`src/rtl/assert_macros.svh`:
```
// Assertion helpers. Both expect clk in scope; LIF_ASSERT also expects rst_n.
`ifndef ASSERT_MACROS_SVH
`define ASSERT_MACROS_SVH

// Check while out of reset.
`define LIF_ASSERT(lbl, prop, msg) \
  lbl: assert property (@(posedge clk) disable iff (!rst_n) prop) else $error(msg);

// Check on every edge, reset included.
`define LIF_ASSERT_ALWAYS(lbl, prop, msg) \
  lbl: assert property (@(posedge clk) prop) else $error(msg);

`endif

```
`src/rtl/lifds_pkg.sv`:
```
package lifds_pkg;

  localparam int WINDOW_MAX  = 64;
  localparam int CNT_W       = $clog2(WINDOW_MAX + 1);
  localparam int GRP_SIZE    = 8;
  localparam int NUM_GRP     = (WINDOW_MAX + GRP_SIZE - 1) / GRP_SIZE;
  localparam int GRP_W       = $clog2(GRP_SIZE + 1);
  localparam int CMP_W       = (CNT_W > 7) ? CNT_W : 7;

  localparam int Q16_W       = 16;
  localparam int ANGLE_W     = 16;
  localparam int WLEN_W      = 7;
  localparam int DCNT_W      = 7;
  localparam int COUNT_OUT_W = 7;
  localparam int CFG_IDX_W   = 2;
  localparam int CFG_DATA_W  = 16;

  localparam int EXT_W       = ANGLE_W + 2;
  localparam int DELTA_W     = 15;
  localparam int GAIN_W      = 13;
  localparam int PROD_W      = DELTA_W + GAIN_W;
  localparam int SUM_W       = PROD_W + 2;
  localparam int RND_W       = SUM_W - 7;
  localparam int EYE_TERM_W  = 18;
  localparam int TOTAL_W     = RND_W + 1;
  localparam int CURRENT_W   = 21;
  localparam int V_W         = CURRENT_W + 1;

  localparam logic [CFG_IDX_W-1:0] CFG_WINDOW_LENGTH = 2'd0;
  localparam logic [CFG_IDX_W-1:0] CFG_DROWSY_COUNT  = 2'd1;
  localparam logic [CFG_IDX_W-1:0] CFG_LEAK_FACTOR   = 2'd2;

  localparam logic [WLEN_W-1:0] WLEN_RESET      = 7'd45;
  localparam logic [WLEN_W-1:0] WINDOW_FALLBACK = 7'd45;
  localparam logic [DCNT_W-1:0] DCNT_RESET      = 7'd10;
  localparam logic [Q16_W-1:0]  LEAK_RESET      = 16'd55706;

  localparam logic [Q16_W-1:0]        EYE_LIMIT       = 16'd13763;
  localparam logic [EYE_TERM_W-1:0]   EYE_GAIN        = 18'd18;
  localparam logic signed [EXT_W-1:0] PITCH_DOWN_EDGE = -18'sd1536;
  localparam logic signed [EXT_W-1:0] PITCH_UP_EDGE   = 18'sd2560;
  localparam logic signed [EXT_W-1:0] YAW_EDGE        = 18'sd2560;
  localparam logic signed [EXT_W-1:0] ROLL_EDGE       = 18'sd2304;
  localparam logic [PROD_W-1:0]       GAIN_DOWN       = 28'd5243;
  localparam logic [PROD_W-1:0]       GAIN_UP         = 28'd3277;
  localparam logic [PROD_W-1:0]       GAIN_SIDE       = 28'd2621;
  localparam logic [SUM_W-1:0]        ANGLE_HALF      = 30'd64;
  localparam logic [TOTAL_W-1:0]      CURRENT_MAX     = 24'd2097151;

  typedef struct packed {
    logic                      action;
    logic [Q16_W-1:0]          eye_ratio;
    logic signed [ANGLE_W-1:0] pitch_angle;
    logic signed [ANGLE_W-1:0] yaw_angle;
    logic signed [ANGLE_W-1:0] roll_angle;
  } frame_t;

  typedef struct packed {
    logic                  clear;
    logic [EYE_TERM_W-1:0] eye_term;
    logic [PROD_W-1:0]     down_term;
    logic [PROD_W-1:0]     up_term;
    logic [PROD_W-1:0]     yaw_term;
    logic [PROD_W-1:0]     roll_term;
  } prod_t;

  typedef struct packed {
    logic                 clear;
    logic [CURRENT_W-1:0] current;
  } drive_t;

  typedef struct packed {
    logic                  spike;
    logic [Q16_W-1:0]      potential;
    logic [WINDOW_MAX-1:0] history;
  } fire_t;

endpackage

```
`src/rtl/lifds_in_if.sv`:
```
interface lifds_in_if;
  import lifds_pkg::*;

  logic                      valid;
  logic                      ready;
  logic                      action;
  logic [Q16_W-1:0]          eye_ratio;
  logic signed [ANGLE_W-1:0] pitch_angle;
  logic signed [ANGLE_W-1:0] yaw_angle;
  logic signed [ANGLE_W-1:0] roll_angle;

  modport source (output valid, action, eye_ratio, pitch_angle, yaw_angle, roll_angle,
                  input ready);
  modport sink (input valid, action, eye_ratio, pitch_angle, yaw_angle, roll_angle,
                output ready);
endinterface

```
`src/rtl/lifds_out_if.sv`:
```
interface lifds_out_if;
  import lifds_pkg::*;

  logic                   valid;
  logic                   ready;
  logic                   spike;
  logic [COUNT_OUT_W-1:0] spike_count;
  logic                   drowsy;
  logic [Q16_W-1:0]       potential;

  modport source (output valid, spike, spike_count, drowsy, potential, input ready);
  modport sink (input valid, spike, spike_count, drowsy, potential, output ready);
endinterface

```
`src/rtl/lifds_cfg_if.sv`:
```
interface lifds_cfg_if;
  import lifds_pkg::*;

  logic                  valid;
  logic                  ready;
  logic [CFG_IDX_W-1:0]  index;
  logic [CFG_DATA_W-1:0] wdata;

  modport source (output valid, index, wdata, input ready);
  modport sink (input valid, index, wdata, output ready);
endinterface

```
`src/rtl/lifds_current.sv`:
```
module lifds_current (
  input  logic              clk,
  input  logic              rst_n,
  input  logic              in_valid,
  output logic              in_ready,
  input  lifds_pkg::frame_t in_frame,
  output logic              out_valid,
  input  logic              out_ready,
  output lifds_pkg::drive_t out_drive
);
  import lifds_pkg::*;

  logic                     prod_valid_r;
  prod_t                    prod_r;
  prod_t                    prod_nxt;
  logic                     prod_ready;
  logic                     drive_valid_r;
  drive_t                   drive_r;
  drive_t                   drive_nxt;
  logic                     drive_ready;

  logic signed [EXT_W-1:0]  pitch_x;
  logic signed [EXT_W-1:0]  yaw_x;
  logic signed [EXT_W-1:0]  roll_x;
  logic signed [EXT_W-1:0]  yaw_mag;
  logic signed [EXT_W-1:0]  roll_mag;
  logic signed [EXT_W-1:0]  d_down;
  logic signed [EXT_W-1:0]  d_up;
  logic signed [EXT_W-1:0]  d_yaw;
  logic signed [EXT_W-1:0]  d_roll;
  logic [SUM_W-1:0]         angle_sum;
  logic [RND_W-1:0]         angle_rnd;
  logic [TOTAL_W-1:0]       total;

  assign drive_ready = !drive_valid_r || out_ready;
  assign prod_ready  = !prod_valid_r || drive_ready;
  assign in_ready    = prod_ready;

  always_comb begin
    pitch_x  = EXT_W'(in_frame.pitch_angle);
    yaw_x    = EXT_W'(in_frame.yaw_angle);
    roll_x   = EXT_W'(in_frame.roll_angle);
    yaw_mag  = yaw_x[EXT_W-1] ? -yaw_x : yaw_x;
    roll_mag = roll_x[EXT_W-1] ? -roll_x : roll_x;
    d_down   = PITCH_DOWN_EDGE - pitch_x;
    d_up     = pitch_x - PITCH_UP_EDGE;
    d_yaw    = yaw_mag - YAW_EDGE;
    d_roll   = roll_mag - ROLL_EDGE;

    prod_nxt.clear     = in_frame.action;
    prod_nxt.eye_term  = (in_frame.eye_ratio < EYE_LIMIT)
                       ? EYE_TERM_W'(EYE_LIMIT - in_frame.eye_ratio) * EYE_GAIN : '0;
    prod_nxt.down_term = (pitch_x < PITCH_DOWN_EDGE)
                       ? PROD_W'(d_down[DELTA_W-1:0]) * GAIN_DOWN : '0;
    prod_nxt.up_term   = (pitch_x > PITCH_UP_EDGE)
                       ? PROD_W'(d_up[DELTA_W-1:0]) * GAIN_UP : '0;
    prod_nxt.yaw_term  = (yaw_mag > YAW_EDGE)
                       ? PROD_W'(d_yaw[DELTA_W-1:0]) * GAIN_SIDE : '0;
    prod_nxt.roll_term = (roll_mag > ROLL_EDGE)
                       ? PROD_W'(d_roll[DELTA_W-1:0]) * GAIN_SIDE : '0;
  end

  always_comb begin
    angle_sum = SUM_W'(prod_r.down_term) + SUM_W'(prod_r.up_term)
              + SUM_W'(prod_r.yaw_term) + SUM_W'(prod_r.roll_term);
    angle_rnd = RND_W'((angle_sum + ANGLE_HALF) >> 7);
    total     = TOTAL_W'(angle_rnd) + TOTAL_W'(prod_r.eye_term);
    drive_nxt.clear   = prod_r.clear;
    drive_nxt.current = (total > CURRENT_MAX) ? CURRENT_MAX[CURRENT_W-1:0]
                                              : total[CURRENT_W-1:0];
  end

  always_ff @(posedge clk) begin
    if (!rst_n) begin
      prod_valid_r  <= 1'b0;
      drive_valid_r <= 1'b0;
    end else begin
      if (prod_ready) begin
        prod_valid_r <= in_valid;
      end
      if (drive_ready) begin
        drive_valid_r <= prod_valid_r;
      end
    end
  end

  always_ff @(posedge clk) begin
    if (prod_ready && in_valid) begin
      prod_r <= prod_nxt;
    end
    if (drive_ready && prod_valid_r) begin
      drive_r <= drive_nxt;
    end
  end

  assign out_valid = drive_valid_r;
  assign out_drive = drive_r;

endmodule

```
`src/rtl/lifds_neuron.sv`:
```
module lifds_neuron (
  input  logic                        clk,
  input  logic                        rst_n,
  input  logic [lifds_pkg::Q16_W-1:0] leak_factor,
  input  logic                        in_valid,
  output logic                        in_ready,
  input  lifds_pkg::drive_t           in_drive,
  output logic                        out_valid,
  input  logic                        out_ready,
  output lifds_pkg::fire_t            out_fire
);
  import lifds_pkg::*;

  logic [Q16_W-1:0]      membrane_r;
  logic [Q16_W-1:0]      membrane_nxt;
  logic [WINDOW_MAX-1:0] history_r;
  logic [WINDOW_MAX-1:0] history_nxt;
  logic                  fire_valid_r;
  fire_t                 fire_r;
  logic                  spike;
  logic                  take;
  logic [2*Q16_W-1:0]    leak_prod;
  logic [Q16_W:0]        leaked;
  logic [V_W-1:0]        v_sum;

  assign in_ready = !fire_valid_r || out_ready;
  assign take     = in_valid && in_ready;

  always_comb begin
    leak_prod = (2*Q16_W)'(membrane_r) * (2*Q16_W)'(leak_factor);
    leaked    = (Q16_W+1)'(((2*Q16_W+1)'(leak_prod) + (2*Q16_W+1)'(32768)) >> Q16_W);
    v_sum     = V_W'(leaked) + V_W'(in_drive.current);
    spike     = 1'b0;
    if (in_drive.clear) begin
      membrane_nxt = '0;
      history_nxt  = '0;
    end else begin
      spike        = |v_sum[V_W-1:Q16_W];
      membrane_nxt = spike ? '0 : v_sum[Q16_W-1:0];
      history_nxt  = {history_r[WINDOW_MAX-2:0], spike};
    end
  end

  always_ff @(posedge clk) begin
    if (!rst_n) begin
      membrane_r   <= '0;
      history_r    <= '0;
      fire_valid_r <= 1'b0;
    end else begin
      if (in_ready) begin
        fire_valid_r <= in_valid;
      end
      if (take) begin
        membrane_r <= membrane_nxt;
        history_r  <= history_nxt;
      end
    end
  end

  always_ff @(posedge clk) begin
    if (take) begin
      fire_r.spike     <= spike;
      fire_r.potential <= membrane_nxt;
      fire_r.history   <= history_nxt;
    end
  end

  assign out_valid = fire_valid_r;
  assign out_fire  = fire_r;

endmodule

```
`src/rtl/lifds_window.sv`:
```
module lifds_window (
  input  logic                              clk,
  input  logic                              rst_n,
  input  logic [lifds_pkg::CNT_W-1:0]       win_n,
  input  logic [lifds_pkg::DCNT_W-1:0]      drowsy_count,
  input  logic                              in_valid,
  output logic                              in_ready,
  input  lifds_pkg::fire_t                  in_fire,
  output logic                              out_valid,
  input  logic                              out_ready,
  output logic                              out_fire_bit,
  output logic [lifds_pkg::COUNT_OUT_W-1:0] out_count,
  output logic                              out_drowsy,
  output logic [lifds_pkg::Q16_W-1:0]       out_potential
);
  import lifds_pkg::*;

  logic [WINDOW_MAX-1:0]            mask;
  logic [WINDOW_MAX-1:0]            live;
  logic [NUM_GRP-1:0][GRP_W-1:0]    part_nxt;
  logic [NUM_GRP-1:0][GRP_W-1:0]    part_r;
  logic                             part_valid_r;
  logic                             part_spike_r;
  logic [Q16_W-1:0]                 part_pot_r;
  logic                             part_ready;
  logic [CNT_W-1:0]                 count;
  logic                             res_valid_r;
  logic                             res_ready;
  logic                             res_spike_r;
  logic [COUNT_OUT_W-1:0]           res_count_r;
  logic                             res_drowsy_r;
  logic [Q16_W-1:0]                 res_pot_r;

  assign res_ready  = !res_valid_r || out_ready;
  assign part_ready = !part_valid_r || res_ready;
  assign in_ready   = part_ready;

  always_comb begin
    for (int i = 0; i < WINDOW_MAX; i++) begin
      mask[i] = (32'(i) < 32'(win_n));
    end
    live = in_fire.history & mask;
    for (int g = 0; g < NUM_GRP; g++) begin
      part_nxt[g] = '0;
      for (int j = 0; j < GRP_SIZE; j++) begin
        if (g * GRP_SIZE + j < WINDOW_MAX) begin
          part_nxt[g] = part_nxt[g] + GRP_W'(live[g * GRP_SIZE + j]);
        end
      end
    end
  end

  always_comb begin
    count = '0;
    for (int g = 0; g < NUM_GRP; g++) begin
      count = count + CNT_W'(part_r[g]);
    end
  end

  always_ff @(posedge clk) begin
    if (!rst_n) begin
      part_valid_r <= 1'b0;
      res_valid_r  <= 1'b0;
    end else begin
      if (part_ready) begin
        part_valid_r <= in_valid;
      end
      if (res_ready) begin
        res_valid_r <= part_valid_r;
      end
    end
  end

  always_ff @(posedge clk) begin
    if (part_ready && in_valid) begin
      part_r       <= part_nxt;
      part_spike_r <= in_fire.spike;
      part_pot_r   <= in_fire.potential;
    end
    if (res_ready && part_valid_r) begin
      res_spike_r  <= part_spike_r;
      res_count_r  <= COUNT_OUT_W'(count);
      res_drowsy_r <= (CMP_W'(count) >= CMP_W'(drowsy_count));
      res_pot_r    <= part_pot_r;
    end
  end

  assign out_valid     = res_valid_r;
  assign out_fire_bit  = res_spike_r;
  assign out_count     = res_count_r;
  assign out_drowsy    = res_drowsy_r;
  assign out_potential = res_pot_r;

endmodule

```
`src/rtl/lif_drowsiness_spike_window_core.sv`:
```
// Channel   Dir  Payload                                           Role
// in_chan   in   action, eye_ratio, pitch/yaw/roll_angle           one video frame or clear
// out_chan  out  spike, spike_count, drowsy, potential             one beat per input beat
// cfg_chan  in   index, wdata                                      window_length, drowsy_count,
//                                                                  leak_factor
//
// One beat in every cycle unless out_chan stalls; registers s1, prod, drive, fire, part, res.
// Rate is set by the membrane update (leak multiply, add, fire compare), all combinational.
// rst_n is synchronous: pipeline empties, membrane and spike history clear, registers reload.
// Every stage holds its beat while the next one is full; bubbles still close up under a stall.
`include "assert_macros.svh"

module lif_drowsiness_spike_window_core (
  input  logic        clk,
  input  logic        rst_n,
  lifds_in_if.sink    in_chan,
  lifds_out_if.source out_chan,
  lifds_cfg_if.sink   cfg_chan
);
  import lifds_pkg::*;

  logic [WLEN_W-1:0] wlen_r;
  logic [DCNT_W-1:0] dcnt_r;
  logic [Q16_W-1:0]  leak_r;
  logic [WLEN_W-1:0] wlen_pick;
  logic [CNT_W-1:0]  win_n;

  logic              s1_valid_r;
  frame_t            s1_frame_r;
  logic              s1_ready;

  logic              drv_valid;
  logic              drv_ready;
  drive_t            drv;
  logic              fire_valid;
  logic              fire_ready;
  fire_t             fire;

  logic [CMP_W-1:0]  out_cnt_x;
  logic [CMP_W-1:0]  win_x;

  assign cfg_chan.ready = 1'b1;

  always_ff @(posedge clk) begin
    if (!rst_n) begin
      wlen_r <= WLEN_RESET;
      dcnt_r <= DCNT_RESET;
      leak_r <= LEAK_RESET;
    end else if (cfg_chan.valid) begin
      unique case (cfg_chan.index)
        CFG_WINDOW_LENGTH: wlen_r <= cfg_chan.wdata[WLEN_W-1:0];
        CFG_DROWSY_COUNT:  dcnt_r <= cfg_chan.wdata[DCNT_W-1:0];
        CFG_LEAK_FACTOR:   leak_r <= cfg_chan.wdata[Q16_W-1:0];
        default: ;
      endcase
    end
  end

  assign wlen_pick = (wlen_r == '0) ? WINDOW_FALLBACK : wlen_r;
  assign win_n     = (32'(wlen_pick) > 32'(WINDOW_MAX)) ? CNT_W'(WINDOW_MAX)
                                                        : CNT_W'(wlen_pick);

  assign in_chan.ready = !s1_valid_r || s1_ready;

  always_ff @(posedge clk) begin
    if (!rst_n) begin
      s1_valid_r <= 1'b0;
    end else if (in_chan.ready) begin
      s1_valid_r <= in_chan.valid;
    end
  end

  always_ff @(posedge clk) begin
    if (in_chan.valid && in_chan.ready) begin
      s1_frame_r.action      <= in_chan.action;
      s1_frame_r.eye_ratio   <= in_chan.eye_ratio;
      s1_frame_r.pitch_angle <= in_chan.pitch_angle;
      s1_frame_r.yaw_angle   <= in_chan.yaw_angle;
      s1_frame_r.roll_angle  <= in_chan.roll_angle;
    end
  end

  lifds_current u_current (
    .clk       (clk),
    .rst_n     (rst_n),
    .in_valid  (s1_valid_r),
    .in_ready  (s1_ready),
    .in_frame  (s1_frame_r),
    .out_valid (drv_valid),
    .out_ready (drv_ready),
    .out_drive (drv)
  );

  lifds_neuron u_neuron (
    .clk         (clk),
    .rst_n       (rst_n),
    .leak_factor (leak_r),
    .in_valid    (drv_valid),
    .in_ready    (drv_ready),
    .in_drive    (drv),
    .out_valid   (fire_valid),
    .out_ready   (fire_ready),
    .out_fire    (fire)
  );

  lifds_window u_window (
    .clk           (clk),
    .rst_n         (rst_n),
    .win_n         (win_n),
    .drowsy_count  (dcnt_r),
    .in_valid      (fire_valid),
    .in_ready      (fire_ready),
    .in_fire       (fire),
    .out_valid     (out_chan.valid),
    .out_ready     (out_chan.ready),
    .out_fire_bit  (out_chan.spike),
    .out_count     (out_chan.spike_count),
    .out_drowsy    (out_chan.drowsy),
    .out_potential (out_chan.potential)
  );

  assign out_cnt_x = CMP_W'(out_chan.spike_count);
  assign win_x     = CMP_W'(win_n);

  `LIF_ASSERT(a_spike_zero, out_chan.spike |-> out_chan.potential == '0, "spike kept potential")
  `LIF_ASSERT(a_count_le_win, out_chan.valid |-> out_cnt_x <= win_x, "count above window")
  `LIF_ASSERT_ALWAYS(a_reset_flush, !rst_n |=> !out_chan.valid && !s1_valid_r, "not flushed")

endmodule
```
`src/flat_wrapper.sv`:
```
// flat-port wrapper written by rule: the top's interface ports become plain ports
module lif_drowsiness_spike_window_core_flat import lifds_pkg::*;
  (clk, rst_n, in_chan_valid, in_chan_action, in_chan_eye_ratio, in_chan_pitch_angle, in_chan_yaw_angle, in_chan_roll_angle, in_chan_ready, out_chan_valid, out_chan_spike, out_chan_spike_count, out_chan_drowsy, out_chan_potential, out_chan_ready, cfg_chan_valid, cfg_chan_index, cfg_chan_wdata, cfg_chan_ready);
  lifds_in_if in_chan_i ();
  lifds_out_if out_chan_i ();
  lifds_cfg_if cfg_chan_i ();
  input  logic clk;
  input  logic rst_n;
  input wire logic [$bits(in_chan_i.valid)-1:0] in_chan_valid;
  input wire logic [$bits(in_chan_i.action)-1:0] in_chan_action;
  input wire logic [$bits(in_chan_i.eye_ratio)-1:0] in_chan_eye_ratio;
  input wire logic [$bits(in_chan_i.pitch_angle)-1:0] in_chan_pitch_angle;
  input wire logic [$bits(in_chan_i.yaw_angle)-1:0] in_chan_yaw_angle;
  input wire logic [$bits(in_chan_i.roll_angle)-1:0] in_chan_roll_angle;
  output wire logic [$bits(in_chan_i.ready)-1:0] in_chan_ready;
  output wire logic [$bits(out_chan_i.valid)-1:0] out_chan_valid;
  output wire logic [$bits(out_chan_i.spike)-1:0] out_chan_spike;
  output wire logic [$bits(out_chan_i.spike_count)-1:0] out_chan_spike_count;
  output wire logic [$bits(out_chan_i.drowsy)-1:0] out_chan_drowsy;
  output wire logic [$bits(out_chan_i.potential)-1:0] out_chan_potential;
  input wire logic [$bits(out_chan_i.ready)-1:0] out_chan_ready;
  input wire logic [$bits(cfg_chan_i.valid)-1:0] cfg_chan_valid;
  input wire logic [$bits(cfg_chan_i.index)-1:0] cfg_chan_index;
  input wire logic [$bits(cfg_chan_i.wdata)-1:0] cfg_chan_wdata;
  output wire logic [$bits(cfg_chan_i.ready)-1:0] cfg_chan_ready;
  assign in_chan_i.valid = in_chan_valid;
  assign in_chan_i.action = in_chan_action;
  assign in_chan_i.eye_ratio = in_chan_eye_ratio;
  assign in_chan_i.pitch_angle = in_chan_pitch_angle;
  assign in_chan_i.yaw_angle = in_chan_yaw_angle;
  assign in_chan_i.roll_angle = in_chan_roll_angle;
  assign in_chan_ready = in_chan_i.ready;
  assign out_chan_valid = out_chan_i.valid;
  assign out_chan_spike = out_chan_i.spike;
  assign out_chan_spike_count = out_chan_i.spike_count;
  assign out_chan_drowsy = out_chan_i.drowsy;
  assign out_chan_potential = out_chan_i.potential;
  assign out_chan_i.ready = out_chan_ready;
  assign cfg_chan_i.valid = cfg_chan_valid;
  assign cfg_chan_i.index = cfg_chan_index;
  assign cfg_chan_i.wdata = cfg_chan_wdata;
  assign cfg_chan_ready = cfg_chan_i.ready;
  lif_drowsiness_spike_window_core u_core (.clk(clk), .rst_n(rst_n), .in_chan(in_chan_i), .out_chan(out_chan_i), .cfg_chan(cfg_chan_i));
endmodule
```
`config.mk`:
```
export PLATFORM = sky130hd
export DESIGN_NAME = lif_drowsiness_spike_window_core_flat
export DESIGN_NICKNAME = d
export VERILOG_FILES = /design/src/rtl/lifds_pkg.sv /design/src/rtl/lifds_in_if.sv /design/src/rtl/lifds_out_if.sv /design/src/rtl/lifds_cfg_if.sv /design/src/rtl/lifds_current.sv /design/src/rtl/lifds_neuron.sv /design/src/rtl/lifds_window.sv /design/src/rtl/lif_drowsiness_spike_window_core.sv /design/src/flat_wrapper.sv
export VERILOG_INCLUDE_DIRS = /design/src /design/src/rtl
export SDC_FILE = /design/constraint.sdc
export NUM_CORES = 2
export LEC_CHECK = 0
export ABC_AREA = 1
export BUFFER_PORTS_ARGS = -buffer_cell sky130_fd_sc_hd__buf_2
export CORE_ASPECT_RATIO = 0.75
export CORE_UTILIZATION = 40
export CTS_CLUSTER_SIZE = 20
export DETAILED_ROUTE_END_ITERATION = 7
export GPL_TIMING_DRIVEN = 0
export SLEW_MARGIN = 5
export SYNTH_ARGS = -nofsm -noshare
export SYNTH_HDL_FRONTEND = slang
export SYNTH_HIERARCHICAL = 1
export SYNTH_SLANG_ARGS = --single-unit
```
`constraint.sdc`:
```
create_clock -name clk -period 6.8 [get_ports clk]
set_input_delay 1.36 -clock clk [delete_from_list [all_inputs] [get_ports clk]]
set_output_delay 1.36 -clock clk [all_outputs]
set_load 0.005 [all_outputs]
```
==> run_results.csv <==
group,metric,value,unit
global_route,grt_pass1_wl,207,mm
cts,tritoncts,"yes",
drt,ant_nets,0,
drt,routed_wl,132,mm
yosys,netlist_instances,5810,
layout,layout-drive-gt1-share,14.2,%
drt,routedWlPerCell,16.8,um
setup_path,r2r-start,"u_core/u_neuron/membrane_r[8]$_SDFFE_PN0P_",
die,coreArea,127000,um2
cts,cts_root_buf,"clkbuf_16",
sta,setup_ws,-601,ps
setup_path,slowest_stage,"fa_2",
worst_hold_path,whs_path_depth,0,
sta,final-setup-viol-count,35,
die,die_area,130000,um2
placement,gp_congestion,0.919,
setup_path,path_delay_family,"adder cells",
setup_path,critPathMaxFanout,7,
placement,placed_area,54400,um2
drt,vias,38077,
drt,drtPass1Iterations,6,
layout,area_growth,16.0,%
yosys,synth_edf_count,369,
setup_path,r2r-end,"u_core/u_neuron/out_fire[0]$_DFFE_PP_",
cts,cts_buffers,53,
setup_path,crit_buf_inv,9,
yosys,syn_area,51400,um2
global_route,grt_max_degree,99,
setup_path,cpPeakStageDelay,640,ps
cts,holdBufCountCts,0,
layout,postLayoutCellArea,59600,um2
cts,clk_pin_slew,60,ps
worst_hold_path,worstHoldStart,"u_core/u_window/part_pot_r[1]$_DFFE_PP_",
global_route,antenna_found_initial,0,
setup_path,r2r_cells,33,
die,fp.dieH,312,um
sta,fmax,135,MHz
yosys,async_flop_share,0,%
setup_path,cpMostUsedCell,"inv_2",
placement,hpwl,107,mm
yosys,synth-seq-cells,484,
worst_hold_path,hold_end,"u_core/u_window/out_potential[1]$_DFFE_PP_",
setup_path,critPathKind,"reg2reg",
run,cap_viol_max_count,0,
sta,setup_tns,-18730,ps
run_status,violations,"setup timing",
sta,whs,413,ps
sta,fin_crit,7400,ps
global_route,grt_pass1_vias,37899,
drt,first_iter_violations,2368,
sta,maxSlewHeadroom,19.4,%
setup_path,cp_data_arrival_time,7820,ps
cts,htreeDepth,2,
sta,slew_viol_final,0,
sta,hold_viol_final,0,
yosys,syn_nets,7124,
yosys,postSynthAreaPerCell,8.84,um2
setup_path,required,7220,ps
die,io_pins,116,
global_route,grt_usage,20.2,%
global_route,gr-total-overflow,0,
placement,io_buffer_count,114,
die,rows,113,
cts,clk_latency,680,ps
cts,cts.sinks,484,
layout,antennaDiodeCount,0,
die,die_w,416,um
sta,skew,34.2,ps
yosys,ys.warnings.count,6,
sta,post-route-period-util,109,%
yosys,synth_cell_types,64,
setup_path,rrSetupSlack,-600,ps
setup_path,start_kind,"flip-flop",
drt,drc,0,
setup_path,end_kind,"flip-flop",
drt,avgViaCountPerCell,4.86,
layout,fin_nets,7436,
sta,rsz0062_at_grt,"yes",
sta,worst_pin_slew,1200,ps
run_status,outcome,"complete, but fails checks",
yosys,ys.flop_type,"edfxtp_1",
cts,cts_buffer_depth,3,
die,start_util,40.5,%
worst_hold_path,worst_hold_path_type,"reg2reg",
yosys,synth-seq-area-share,26.0,%
==> cells by family after synthesis <==
family,synth area share (%)
adder cells (fa/ha/maj),37.8
AND/OR/NAND/NOR,13.9
AO/OA/AOI/OAI,7.71
flip-flops,26.0
buffers and inverters,11.5
XOR/XNOR,3.05
other,0.00730
==> metrics by stage <==
| stage | std cells | worst slack, ps | util, % |
|---|---|---|---|
| 2_1_floorplan | 5810 | 7.52 | - |
| 3_3_place_gp | 7591 | -1660 | 42.7 |
| 3_5_place_dp | 7599 | -1750 | 42.8 |
| 4_1_cts | 7770 | -546 | 46.0 |
| 5_1_grt | 7833 | -761 | 47.0 |
| 6_report | 7833 | -601 | 47.0 |
==> cells in the mapped netlist (all sizes together) (26+ instances only) <==
cell	count	share of area, %
fa	542	21
inv	1416	10
buf	29	0.40
xor2	113	2.0
nor2	448	3.7
nand4	31	0.39
clkbuf	96	0.70
nand3	203	2.2
edfxtp	369	22
a21oi	344	3.4
nor3	26	0.27
ha	684	17
nand2	921	6.9
o21ai	253	2.5
dfxtp	115	4.5
xnor2	61	1.1
==> area by class of cell <==
class / instances / area, um2
sequential: 484 / 13400
inverter: 1418 / 5340
clock inverter: 32 / 390
buffer: 109 / 1120
clock buffer: 67 / 1430
timing repair buffer: 273 / 2000
multi-input combinational: 3783 / 33800
tap: 1667 / 2090
fill: 12123 / 67300
==> registers in the layout, indices dropped and copies added, names as in the netlist <==
| signal | cells |
|---|---|
| u_core/u_window/part_valid_r | 1 |
| u_core/u_neuron/history_r | 63 |
| u_core/u_window/part_spike_r | 1 |
| u_core/u_current/prod_r | 126 |
| u_core/u_window/out_count | 7 |
| u_core/dcnt_r | 7 |
| u_core/u_window/out_fire_bit | 1 |
| u_core/u_window/part_r | 32 |
| u_core/s1_valid_r | 1 |
| u_core/u_window/part_pot_r | 16 |
| u_core/u_neuron/out_fire | 81 |
| u_core/u_current/out_valid | 1 |
| u_core/s1_frame_r | 65 |
| u_core/u_neuron/out_valid | 1 |
| u_core/wlen_r | 7 |
| u_core/u_window/out_valid | 1 |
| u_core/u_window/out_potential | 16 |
| u_core/u_current/drive_nxt | 1 |
| u_core/u_window/out_drowsy | 1 |
| u_core/u_neuron/membrane_r | 16 |
| u_core/u_current/prod_valid_r | 1 |
| u_core/leak_r | 16 |
| u_core/u_current/out_drive | 22 |
==> how the worst max path moves through the flow <==
stage	endpoint	start	slack [ps]	cells after the start
6_report	u_core/u_neuron/out_fire[0]$_DFFE_PP_	u_core/u_neuron/membrane_r[8]$_SDFFE_PN0P_	-600	33
3_5_place_dp	u_core/u_neuron/out_fire[0]$_DFFE_PP_	u_core/u_neuron/membrane_r[1]$_SDFFE_PN0P_	-1750	31
5_1_grt	u_core/u_neuron/membrane_r[3]$_SDFFE_PN0P_	u_core/u_neuron/membrane_r[8]$_SDFFE_PN0P_	-760	35
4_1_cts	u_core/u_neuron/out_fire[65]$_DFFE_PP_	u_core/leak_r[4]$_SDFFE_PN1P_	-550	36
3_3_place_gp	u_core/u_neuron/out_fire[80]$_SDFFCE_PP0P_	u_core/u_neuron/membrane_r[1]$_SDFFE_PN0P_	-1660	31
2_1_floorplan	u_core/u_neuron/out_fire[64]$_DFFE_PP_	u_core/leak_r[15]$_SDFFE_PN1P_	8	33
==> worst reg2reg max path, delay by kind of cell (launching register included) <==
kind	cells	cell delay (ps)
flip-flops	1	330
AO/OA/AOI/OAI	6	1020
adder cells (fa/ha/maj)	8	3770
AND/OR/NAND/NOR	9	1100
buffers and inverters	9	670
XOR/XNOR	1	250
==> what timing repair did <==
| action | CTS | global route |
|---|---|---|
| cloned | 3 | 1 |
| pin swaps | 112 | 120 |
| buffers inserted | 81 | 68 |
| hold endpoints to repair | 0 | 0 |
| setup endpoints to repair | 67 | 61 |
| gates resized for setup | 349 | 203 |
==> cells in the final DEF, fill, tap and decap left out, types with 11 or more instances in the layout <==
cell and n:
nand2_4 19, a21o_1 17, o21a_1 14, buf_2 121, o21bai_1 17, dfxtp_1 90
buf_6 19, nand2_2 56, dfxtp_4 13, clkbuf_8 16, nor3_1 20, inv_2 71
dfxtp_2 12, buf_8 13, nand3_4 20, nand2_1 844, ha_1 649, ha_4 26
clkbuf_16 70, a21oi_1 296, nor2_4 34, o211ai_1 11, xnor2_1 55, nor2_2 25
xor2_2 11, nor2_1 388, a21oi_2 42, edfxtp_1 369, buf_4 140, fa_1 521
o21ai_0 223, xor2_1 92, o21ai_1 21, nand3_1 168, nand3_2 15, nand4_1 30
clkbuf_1 47, fa_2 21, inv_1 1339
==> per-layer routing <==
layer	GRT usage (%)	vias to the layer above	part of all wire (%)
li1	-	18815	-
met1	29.6	18315	48
met2	31.6	823	44
met3	2.55	124	5.1
met4	4.67	0	2.2
met5	0	-	0
Power is not shown: default switching activity piles up to over one toggle a cycle in this logic, so the estimate is an artifact.
